--- src/rtl/ffa_pkg.sv ---
// ----------------------------------------------------------------------------
// ffa_pkg
// Shared types and constants of the first-fit heap allocator.
// ----------------------------------------------------------------------------
package ffa_pkg;

    localparam int HEAP_BYTES   = 4096;
    localparam int HEADER_BYTES = 8;
    localparam int ADDR_W       = 12;
    localparam int SIZE_W       = 12;
    localparam int WIDE_W       = ADDR_W + 2;

    localparam logic [SIZE_W-1:0] SZ_HDR      = SIZE_W'(HEADER_BYTES);
    localparam logic [SIZE_W-1:0] SZ_SPLIT    = SIZE_W'(HEADER_BYTES + 1);
    localparam logic [SIZE_W-1:0] SZ_INIT     = SIZE_W'(HEAP_BYTES - HEADER_BYTES);
    localparam logic [WIDE_W-1:0] WIDE_HEAP   = WIDE_W'(HEAP_BYTES);

    localparam logic [2:0] ST_OK           = 3'd0;
    localparam logic [2:0] ST_BAD_SIZE     = 3'd1;
    localparam logic [2:0] ST_NO_SPACE     = 3'd2;
    localparam logic [2:0] ST_NOT_BLOCK    = 3'd3;
    localparam logic [2:0] ST_ALREADY_FREE = 3'd4;

    localparam logic REQ_ALLOC = 1'b0;
    localparam logic REQ_FREE  = 1'b1;

    typedef struct packed {
        logic              marked;
        logic              used;
        logic [SIZE_W-1:0] size;
    } hdr_entry_t;

    localparam int ENTRY_W = $bits(hdr_entry_t);

    typedef struct packed {
        logic              en;
        logic              we;
        logic [ADDR_W-1:0] addr;
        hdr_entry_t        wdata;
    } ram_req_t;

    typedef struct packed {
        logic              valid;
        logic [2:0]        status;
        logic [ADDR_W-1:0] offset;
    } result_t;

endpackage

--- src/rtl/ffa_ctrl.sv ---
// ----------------------------------------------------------------------------
// ffa_ctrl
// Sequencer that walks the header chain and updates it in the header RAM.
// ----------------------------------------------------------------------------
module ffa_ctrl (
    input  logic                       clk,
    input  logic                       rst_n,
    input  logic                       start,
    input  logic                       req_type,
    input  logic [ffa_pkg::SIZE_W-1:0] req_size,
    input  logic [ffa_pkg::ADDR_W-1:0] free_offset,
    input  ffa_pkg::hdr_entry_t        rdata,
    output ffa_pkg::ram_req_t          ram,
    output ffa_pkg::result_t           fin,
    output logic                       busy
);
    import ffa_pkg::*;

    typedef enum logic [10:0] {
        S_CLEAR  = 11'b000_0000_0001,
        S_IDLE   = 11'b000_0000_0010,
        S_AWALK  = 11'b000_0000_0100,
        S_ASPLIT = 11'b000_0000_1000,
        S_FCHK   = 11'b000_0001_0000,
        S_FWALK  = 11'b000_0010_0000,
        S_FNXT   = 11'b000_0100_0000,
        S_FW1    = 11'b000_1000_0000,
        S_FW2    = 11'b001_0000_0000,
        S_FW3    = 11'b010_0000_0000,
        S_DONE   = 11'b100_0000_0000
    } state_t;

    state_t            state_reg, state_next;
    logic [ADDR_W-1:0] clr_reg, clr_next;
    logic [SIZE_W-1:0] want_reg, want_next;
    logic [ADDR_W-1:0] pos_reg, pos_next;
    logic [ADDR_W-1:0] hdr_reg, hdr_next;
    hdr_entry_t        hent_reg, hent_next;
    logic [ADDR_W-1:0] prev_reg, prev_next;
    hdr_entry_t        pent_reg, pent_next;
    logic              hasp_reg, hasp_next;
    logic [ADDR_W-1:0] nxt_reg, nxt_next;
    logic              nxtok_reg, nxtok_next;
    logic              nfree_reg, nfree_next;
    logic [SIZE_W-1:0] msize_reg, msize_next;
    logic [2:0]        st_reg, st_next;
    logic [ADDR_W-1:0] offs_reg, offs_next;

    logic [WIDE_W-1:0] npos;
    logic [WIDE_W-1:0] nxt_wide;
    logic              pmerge;

    assign npos     = WIDE_W'(pos_reg) + WIDE_W'(SZ_HDR) + WIDE_W'(rdata.size);
    assign nxt_wide = WIDE_W'(hdr_reg) + WIDE_W'(SZ_HDR) + WIDE_W'(rdata.size);
    assign pmerge   = hasp_reg && !pent_reg.used;

    always_ff @(posedge clk or negedge rst_n)
    begin
        if (!rst_n)
        begin
            state_reg <= S_CLEAR;
            clr_reg   <= '0;
        end
        else
        begin
            state_reg <= state_next;
            clr_reg   <= clr_next;
        end
    end

    always_ff @(posedge clk)
    begin
        want_reg  <= want_next;
        pos_reg   <= pos_next;
        hdr_reg   <= hdr_next;
        hent_reg  <= hent_next;
        prev_reg  <= prev_next;
        pent_reg  <= pent_next;
        hasp_reg  <= hasp_next;
        nxt_reg   <= nxt_next;
        nxtok_reg <= nxtok_next;
        nfree_reg <= nfree_next;
        msize_reg <= msize_next;
        st_reg    <= st_next;
        offs_reg  <= offs_next;
    end

    always_comb
    begin
        state_next = state_reg;
        clr_next   = clr_reg;
        want_next  = want_reg;
        pos_next   = pos_reg;
        hdr_next   = hdr_reg;
        hent_next  = hent_reg;
        prev_next  = prev_reg;
        pent_next  = pent_reg;
        hasp_next  = hasp_reg;
        nxt_next   = nxt_reg;
        nxtok_next = nxtok_reg;
        nfree_next = nfree_reg;
        msize_next = msize_reg;
        st_next    = st_reg;
        offs_next  = offs_reg;
        ram        = '0;

        unique case (state_reg)
            S_CLEAR:
            begin
                ram.en   = 1'b1;
                ram.we   = 1'b1;
                ram.addr = clr_reg;
                if (clr_reg == '0)
                begin
                    ram.wdata = '{marked: 1'b1, used: 1'b0, size: SZ_INIT};
                end
                clr_next = clr_reg + 1'b1;
                if (&clr_reg)
                begin
                    state_next = S_IDLE;
                end
            end
            S_IDLE:
            begin
                if (start)
                begin
                    want_next = req_size;
                    offs_next = '0;
                    if (req_type == REQ_ALLOC)
                    begin
                        if (req_size == '0)
                        begin
                            st_next    = ST_BAD_SIZE;
                            state_next = S_DONE;
                        end
                        else
                        begin
                            pos_next   = '0;
                            ram.en     = 1'b1;
                            state_next = S_AWALK;
                        end
                    end
                    else
                    begin
                        if (free_offset < ADDR_W'(HEADER_BYTES))
                        begin
                            st_next    = ST_NOT_BLOCK;
                            state_next = S_DONE;
                        end
                        else
                        begin
                            hdr_next   = free_offset - ADDR_W'(HEADER_BYTES);
                            ram.en     = 1'b1;
                            ram.addr   = free_offset - ADDR_W'(HEADER_BYTES);
                            state_next = S_FCHK;
                        end
                    end
                end
            end
            S_AWALK:
            begin
                if (!rdata.used && want_reg <= rdata.size)
                begin
                    ram.en    = 1'b1;
                    ram.we    = 1'b1;
                    ram.addr  = pos_reg;
                    st_next   = ST_OK;
                    offs_next = pos_reg + ADDR_W'(HEADER_BYTES);
                    hent_next = rdata;
                    if (rdata.size - want_reg >= SZ_SPLIT)
                    begin
                        ram.wdata  = '{marked: 1'b1, used: 1'b1, size: want_reg};
                        state_next = S_ASPLIT;
                    end
                    else
                    begin
                        ram.wdata  = '{marked: 1'b1, used: 1'b1, size: rdata.size};
                        state_next = S_DONE;
                    end
                end
                else if (npos >= WIDE_HEAP)
                begin
                    st_next    = ST_NO_SPACE;
                    state_next = S_DONE;
                end
                else
                begin
                    pos_next = npos[ADDR_W-1:0];
                    ram.en   = 1'b1;
                    ram.addr = npos[ADDR_W-1:0];
                end
            end
            S_ASPLIT:
            begin
                ram.en     = 1'b1;
                ram.we     = 1'b1;
                ram.addr   = pos_reg + ADDR_W'(HEADER_BYTES) + want_reg;
                ram.wdata  = '{marked: 1'b1, used: 1'b0,
                               size: hent_reg.size - want_reg - SZ_HDR};
                state_next = S_DONE;
            end
            S_FCHK:
            begin
                hent_next  = rdata;
                hasp_next  = 1'b0;
                nxt_next   = nxt_wide[ADDR_W-1:0];
                nxtok_next = nxt_wide < WIDE_HEAP;
                if (!rdata.marked)
                begin
                    st_next    = ST_NOT_BLOCK;
                    state_next = S_DONE;
                end
                else if (!rdata.used)
                begin
                    st_next    = ST_ALREADY_FREE;
                    state_next = S_DONE;
                end
                else if (hdr_reg == '0)
                begin
                    // The first block has no previous neighbour.
                    if (nxt_wide < WIDE_HEAP)
                    begin
                        ram.en     = 1'b1;
                        ram.addr   = nxt_wide[ADDR_W-1:0];
                        state_next = S_FNXT;
                    end
                    else
                    begin
                        nfree_next = 1'b0;
                        msize_next = rdata.size;
                        state_next = S_FW1;
                    end
                end
                else
                begin
                    pos_next   = '0;
                    ram.en     = 1'b1;
                    state_next = S_FWALK;
                end
            end
            S_FWALK:
            begin
                prev_next = pos_reg;
                pent_next = rdata;
                hasp_next = 1'b1;
                if (npos < WIDE_W'(hdr_reg))
                begin
                    pos_next = npos[ADDR_W-1:0];
                    ram.en   = 1'b1;
                    ram.addr = npos[ADDR_W-1:0];
                end
                else if (npos == WIDE_W'(hdr_reg))
                begin
                    if (nxtok_reg)
                    begin
                        ram.en     = 1'b1;
                        ram.addr   = nxt_reg;
                        state_next = S_FNXT;
                    end
                    else
                    begin
                        nfree_next = 1'b0;
                        msize_next = hent_reg.size;
                        state_next = S_FW1;
                    end
                end
                else
                begin
                    st_next    = ST_NOT_BLOCK;
                    state_next = S_DONE;
                end
            end
            S_FNXT:
            begin
                nfree_next = !rdata.used;
                msize_next = rdata.used ? hent_reg.size
                                        : hent_reg.size + SZ_HDR + rdata.size;
                state_next = S_FW1;
            end
            S_FW1:
            begin
                ram.en = 1'b1;
                ram.we = 1'b1;
                if (pmerge)
                begin
                    ram.addr  = prev_reg;
                    ram.wdata = '{marked: 1'b1, used: 1'b0,
                                  size: pent_reg.size + SZ_HDR + msize_reg};
                end
                else
                begin
                    ram.addr  = hdr_reg;
                    ram.wdata = '{marked: 1'b1, used: 1'b0, size: msize_reg};
                end
                state_next = S_FW2;
            end
            S_FW2:
            begin
                ram.en     = pmerge;
                ram.we     = 1'b1;
                ram.addr   = hdr_reg;
                state_next = S_FW3;
            end
            S_FW3:
            begin
                ram.en     = nfree_reg;
                ram.we     = 1'b1;
                ram.addr   = nxt_reg;
                st_next    = ST_OK;
                state_next = S_DONE;
            end
            S_DONE:
            begin
                state_next = S_IDLE;
            end
            default:
            begin
                state_next = S_IDLE;
            end
        endcase
    end

    assign busy       = state_reg != S_IDLE;
    assign fin.valid  = state_reg == S_DONE;
    assign fin.status = st_reg;
    assign fin.offset = (st_reg == ST_OK) ? offs_reg : '0;

endmodule

--- config.mk ---
export PLATFORM = sky130hd
export DESIGN_NAME = ffa_ctrl
export DESIGN_NICKNAME = d
export VERILOG_FILES = /design/src/rtl/ffa_pkg.sv /design/src/rtl/ffa_ctrl.sv
export SDC_FILE = /design/constraint.sdc
export NUM_CORES = 1
export LEC_CHECK = 0
export BUFFER_PORTS_ARGS = -buffer_cell sky130_fd_sc_hd__buf_2
export CAP_MARGIN = 20
export CORE_UTILIZATION = 45
export DETAILED_ROUTE_END_ITERATION = 10
export SLEW_MARGIN = 20
export SYNTH_ARGS = -nofsm -noshare
export SYNTH_HDL_FRONTEND = slang
export SYNTH_SLANG_ARGS = --single-unit
--- constraint.sdc ---
create_clock -name clk -period 7.2 [get_ports clk]
set_input_delay 1.44 -clock clk [delete_from_list [all_inputs] [get_ports clk]]
set_output_delay 1.44 -clock clk [all_outputs]
set_load 0.05 [all_outputs]
==> metrics.txt, run 1 <==
status finished, final reports clean; H-tree Lvls 4; port buffer count 86; routed len/inst 22.47 um; Inst Count DP 1,568; vias in the first global route 9,080; worst clock skew 16.60 ps; Setup CP Type input port to primary output; post-synth top area share 30.36%; area occupied by registers 0.004030 mm2; Sinks on Clock Net 138; Worst setup EP type primary output; slowest stage cell, crit path fa_1; Post-Syn Nets 1,350; worst hold stages 1; largest net degree at the start of global routing 35; GP Congestion 0.9573; Critical Path Start Type input port; clk_lat worst skew 440 ps; met2 Use GR 42.67%; mean area per synthesized cell 9.865 um2; final instance area 0.01296 mm2; CP max FO 7; total global-route track usage 28.08%; via count 9,742; total CTS buffers 17; Hold Crit Class register to register; measured slew at the worst slew-check pin 772.1 ps; relative slew slack 48.13%; initial antenna violation count 1; Core Rows 57; # setup viols final 0; DRC 0; met3 Use GR 4.520%; period utilisation layout 96.40%; Post-Layout Cell Count 1,604; total die area 0.02592 mm2; Syn-to-layout area delta 13.94%; io pins 87; Post-synth EDFFs 115; 1st-iter DRT viols 1,184; Max Root-Sink Buffers 2; Largest register FFs 13; delay-heaviest family, CP compound AO/OA/AOI/OAI gates; post-synthesis async set-or-reset flop share 16.67%; Commonest cells post-synth 148 x ha_1, 115 x edfxtp_1, 114 x inv_1; DR vias/cell 6.074; max-slew violation count 0; Die Ht 161.0 um; leakage power 5.851 nW; 1st-pass router iterations 7; gate count after technology mapping 1,153; critical path cell sequence buf_2, ha_1, ha_1, inv_1, fa_1, nor2b_2, o2111ai_2, nand3_1, a31o_2, a21oi_1, xnor2_1, ha_1, nand4_1, nor2_1, a211o_1, or2_2, a21o_2, o221ai_1, a221o_1, clkbuf_4; global routing's busiest layer met2; Max rail drop VDD 0.2185 mV; Syn. warnings 0; Fmax achieved 144.1 MHz; Final TNS setup 0 ps; unique cell type count in the Yosys netlist 92; ANT nets after route 0; max_cap viols 0; DP HPWL 28,120 um; die width 161.0 um; #FFs+latches synth 138; worst path bufs/invs 3; Pwr Density 337.0 mW/mm2; Placeable Area 0.02453 mm2; Clock transition at path regs 70 ps; met1 GRT Util 40.51%; initial core utilization 46.36%; R2R setup slack 2690 ps; Worst EP required 5760 ps; crit-path most repeated cell ha_1; placed cell areas 0.01231 mm2; final hold violation count 0; Post-Route WL 36,040 um; final core occ 52.83%; synth top area cells edfxtp_1 30%, ha_1 16%, dfrtp_1 4.8%; share of post-route cells with drive strength above 1 15.86%; fillers 2,281; Congestion Overflow GR 0; # nets final 1,464; cell with the most instances after synthesis ha_1; Crit path arrival time 5500 ps; Period minus WS final 6941 ps; area of the multi-input gates 0.006803 mm2; Min Hold Slack 534.2 ps; sequential fraction of the synthesis area 35.43%; Clk Tree Root Cell clkbuf_16; Synth Flop Type edfxtp_1; Synth Cell Area 0.01137 mm2; Worst R2R Path Depth 19; Yosys top cell by area edfxtp_1; ant diodes 0; Max stage delay on crit path 480 ps; Worst path depth 20; CTS tree done; first-pass GRT wire length 54,270 um
## path summary, 6_finish.rpt
check                                              start                       end
max in group asynchronous                          rst_n  state_reg[0]$_DFFE_PN1P_
worst min register to register   clr_reg[11]$_DFFE_PN0N_   clr_reg[11]$_DFFE_PN0N_
worst max register to register  pos_reg[3]$_SDFFCE_PN0P_  state_reg[2]$_DFFE_PN0P_
min in group asynchronous                          rst_n  state_reg[1]$_DFFE_PN0P_
worst max-delay path                            rdata[1]                   ram[21]
worst min-delay path             clr_reg[11]$_DFFE_PN0N_   clr_reg[11]$_DFFE_PN0N_
## power breakdown
group	switching [W]	internal, W	leakage (nW)	total (W)
clock network	0.000386	0.000516	0.301	0.000903
logic	0.00139	0.000859	4.18	0.00225
registers	0.000164	0.00105	1.37	0.00122
total	0.00194	0.00243	5.85	0.00437
## timing repair
item                                    CTS  global route
resized for setup                         0             5
hold buffers                              0             0
endpoints found under the hold margin     0             0
buffers inserted                          0             4
endpoints found under the setup margin    0            12
## area by class of cell
cell class | count | area share, %
repair buffers | 117 | 5.175
flip-flops and latches | 138 | 31.10
clock buffers | 21 | 3.920
inverters | 119 | 3.485
clock inverters | 11 | 0.7048
multi-input cells | 874 | 52.49
well taps | 324 | 3.128
## kinds of logic after synthesis
kind of cell	count (synthesis)	share of synthesized area [%]
fa+ha+maj	155	17.51
buf+inv	141	5.016
compound gates	286	18.06
flops	138	35.43
xor+xnor	79	6.083
mux	18	1.749
simple gates	336	16.15
## cells in the final DEF, fill, tap and decap left out, types with 17 or more instances in the layout
cell type / n
ha_1: 148
edfxtp_1: 115
inv_1: 114
buf_2: 83
nor2_1: 77
nand2_1: 67
a21oi_1: 52
o21ai_0: 48
xnor2_1: 45
xor2_1: 34
nand3_1: 32
buf_4: 31
and2_1: 26
a22oi_1: 25
a221o_1: 22
dfrtp_1: 22
nor3_1: 21
clkbuf_16: 20
a21o_1: 18
nand2b_1: 17
a221oi_1: 17
## through the flow
stage | total power (W) | setup slack (ps)
after floorplan | 0.002768 | 557.1
after global placement | 0.003388 | 255.0
after detailed placement | 0.003410 | 221.7
after CTS | 0.004318 | 136.8
after global routing | 0.004604 | -7.023
final | 0.004367 | 259.4
## layer usage
metal,up-vias,wire [um]
met4,0,1131
met5,-,0
met1,4662,16480
li1,4560,-
met2,440,15440
met3,80,2992
No activity file was read; power rests on OpenSTA's default activity.
==> run 2: changes to the inputs <==
==> constraint.sdc (replaced) <==
create_clock -name clk -period 7.2 [get_ports clk]
set_input_delay 0.36 -clock clk [delete_from_list [all_inputs] [get_ports clk]]
set_output_delay 0.36 -clock clk [all_outputs]
set_load 0.05 [all_outputs]
==> run 2 against run 1 <==
Effect of this change: cell area is 1.6% lower; hold slack worse by 410 ps; combinational power is 3% lower; largest cell class unchanged.
==> metrics.txt, run 2 (synthesis gave the netlist of run 1 again) <==
port buffer count 86 (unchanged); internal cell power 0.002352 W (-3.1%); total CTS buffers 17 (unchanged); Core Rows 57 (unchanged); Period minus WS final 5420 ps (-1521 ps); vias in the first global route 9,013 (-0.74%); Pwr Density 333.7 mW/mm2 (-0.97%); die width 161.0 um (unchanged); worst hold stages 1 (unchanged); worst clock skew 15.41 ps (-1.187 ps); max-slew violation count 0 (unchanged); Critical Path Start Type register; Worst R2R Path Depth 18 (-1); GP Congestion 0.9511 (-0.65%); Worst setup EP type primary output; Reg power frac 28.5% (+0.7 points); ANT nets after route 0 (unchanged); Crit path arrival time 5060 ps (-440 ps); max_cap viols 0 (unchanged); Clock transition at path regs 70 ps (about the same); 1st-iter DRT viols 1,024 (-14%); critical path cell sequence ha_1, ha_1, inv_1, fa_1, nor2b_1, o2111ai_1, nand3_1, a31o_2, a21oi_1, xnor2_1, ha_1, nand4_1, nor2_1, a211o_1, or2_2, a21oi_4, a221o_1, a221o_1, buf_2; delay-heaviest family, CP compound AO/OA/AOI/OAI gates; share of post-route cells with drive strength above 1 14.29% (-1.6 points); # nets final 1,444 (-1.4%); via count 9,583 (-1.6%); DR vias/cell 6.046 (-0.45%); fillers 2,272 (-0.39%); first-pass GRT wire length 53,220 um (-1.9%); CTS resizes 0 (unchanged); Sinks on Clock Net 138 (unchanged); Max rail drop VDD 0.1690 mV (-23%); commonest cells after routing, fill and taps aside 148 x ha_1, 115 x edfxtp_1, 114 x inv_1; initial antenna violation count 1 (unchanged); DP HPWL 27,370 um (-2.7%); Switching Share 44.74% (+0.31 points); Placeable Area 0.02453 mm2 (unchanged); post-CTS setup repair buffer count 0 (unchanged); clock power share 20.1% (-0.6 points); largest net degree at the start of global routing 36 (+2.9%); total die area 0.02592 mm2 (unchanged); final instance area 0.01276 mm2 (-1.6%); Largest register FFs 13 (unchanged); Setup CP Type register to primary output; DRC 0 (unchanged); Syn-to-layout area delta 12.14%; Post-Route WL 35,830 um (-0.56%); worst path bufs/invs 2 (-1); CTS tree done; leakage power 5.735 nW (-2.0%); clk_lat worst skew 430 ps (about the same); slowest stage cell, crit path edfxtp_1; crit-path most repeated cell ha_1; total global-route track usage 27.97% (-0.11 points); Pwr Total 0.004257 W (-2.5%); Congestion Overflow GR 0 (unchanged); 1st-pass router iterations 7 (unchanged); RSZ-0062 raised after global routing no; status finished, final reports clean; period utilisation layout 75.27% (-21 points); Comb pwr share 51.4% (about the same); measured slew at the worst slew-check pin 887.2 ps (+115.1 ps); Net Switching 0.001905 W (-1.9%); commonest non-fill, non-tap cell in the layout ha_1; Hold Crit Class input port to register; # setup viols final 0 (unchanged); Clk Tree Root Cell clkbuf_16; Max stage delay on crit path 470 ps (about the same); io pins 87 (unchanged); Die Ht 161.0 um (unchanged); FF-to-FF End state_reg[2]$_DFFE_PN0P_; initial core utilization 46.36% (unchanged); Max Root-Sink Buffers 2 (unchanged); Fmax achieved 184.5 MHz (+28%); placed cell areas 0.01218 mm2 (-1.1%); Hold Startpoint free_offset[2]; Final TNS setup 0 ps (unchanged); routed len/inst 22.61 um (+0.63%); relative slew slack 40.86% (-7.3 points); CP max FO 8 (+1); R2R setup slack 2640 ps (-50 ps); Worst EP required 6840 ps (+1080 ps); final hold violation count 0 (unchanged); Critical R2R Launch pos_reg[1]$_SDFFCE_PN0P_; H-tree Lvls 4 (unchanged); Worst Hold End hdr_reg[2]$_DFFE_PP_
==> run 2: what timing repair did <==
action | CTS | global route
hold buffers | 1 | 0
endpoints found under the hold margin | 22 | 0
setup endpoints to repair | 0 | 0
==> run 2: per-layer routing <==
| metal | vias up | global-route usage (%) | wire (um) |
|---|---|---|---|
| li1 | 4517 | - | - |
| met1 | 4536 | 38.19 | 15660 |
| met2 | 454 | 41.54 | 15260 |
| met4 | 0 | 11.54 | 1309 |
| met5 | - | 0.3788 | 0 |
| met3 | 76 | 7.833 | 3599 |
==> run 2: worst max path at each step <==
stage          slack (ps)                      from      end  cells after the start
6_report             1780  pos_reg[1]$_SDFFCE_PN0P_  ram[15]                     19
2_1_floorplan        2680     want_reg[0]$_DFFE_PP_   ram[3]                      9
4_1_cts              1820  pos_reg[1]$_SDFFCE_PN0P_  ram[15]                     19
3_3_place_gp         2310                  rdata[3]  ram[15]                     21
3_5_place_dp         2260                  rdata[1]  ram[21]                     20
5_1_grt              1420  pos_reg[1]$_SDFFCE_PN0P_  ram[15]                     19
==> run 2: layout make-up <==
type | instances | area, um2 | share of cell area (%)
Multi-Input combinational cell | 874 | 6789 | 53.22
Clock buffer | 20 | 479.2 | 3.757
Antenna cell | 1 | 2.502 | 0.01962
Sequential cell | 138 | 4030 | 31.59
Tap cell | 324 | 405.4 | 3.178
Inverter | 119 | 451.7 | 3.541
Clock inverter | 12 | 82.58 | 0.6474
Timing Repair Buffer | 97 | 515.5 | 4.041
==> run 2: power groups by stage <==
stage	combinational [W]	sequential, W	clock (W)
3_5_place_dp	0.00215	0.00122	0
4_1_cts	0.00216	0.00121	0.000862
2_1_floorplan	0.00160	0.00117	0
6_report	0.00219	0.00121	0.000855
5_1_grt	0.00240	0.00122	0.000888
3_3_place_gp	0.00213	0.00122	0
==> run 2: worst register-to-register path, cell delays in order, from the launching register on <==
cell,delay [ps]
edfxtp_1,470
ha_1,320
ha_1,200
inv_1,80
fa_1,460
nor2b_1,160
o2111ai_1,160
nand3_1,190
a31o_2,170
a21oi_1,80
xnor2_1,270
ha_1,300
nand4_1,80
nor2_1,60
a211o_1,310
or2_2,340
a21oi_4,350
nor3_1,180
a31o_2,270
==> run 2: metrics by stage <==
step	setup slack (ps)	cells	utilization [%]	hold slack [ps]
finish	1780	1585	51.99	124.1
global route	1415	1584	51.98	112.9
CTS	1825	1584	51.97	106.1
detailed placement	2256	1551	49.64	370.3
global placement	2309	1551	49.64	372.6
floorplan	2684	1153	-	64.41
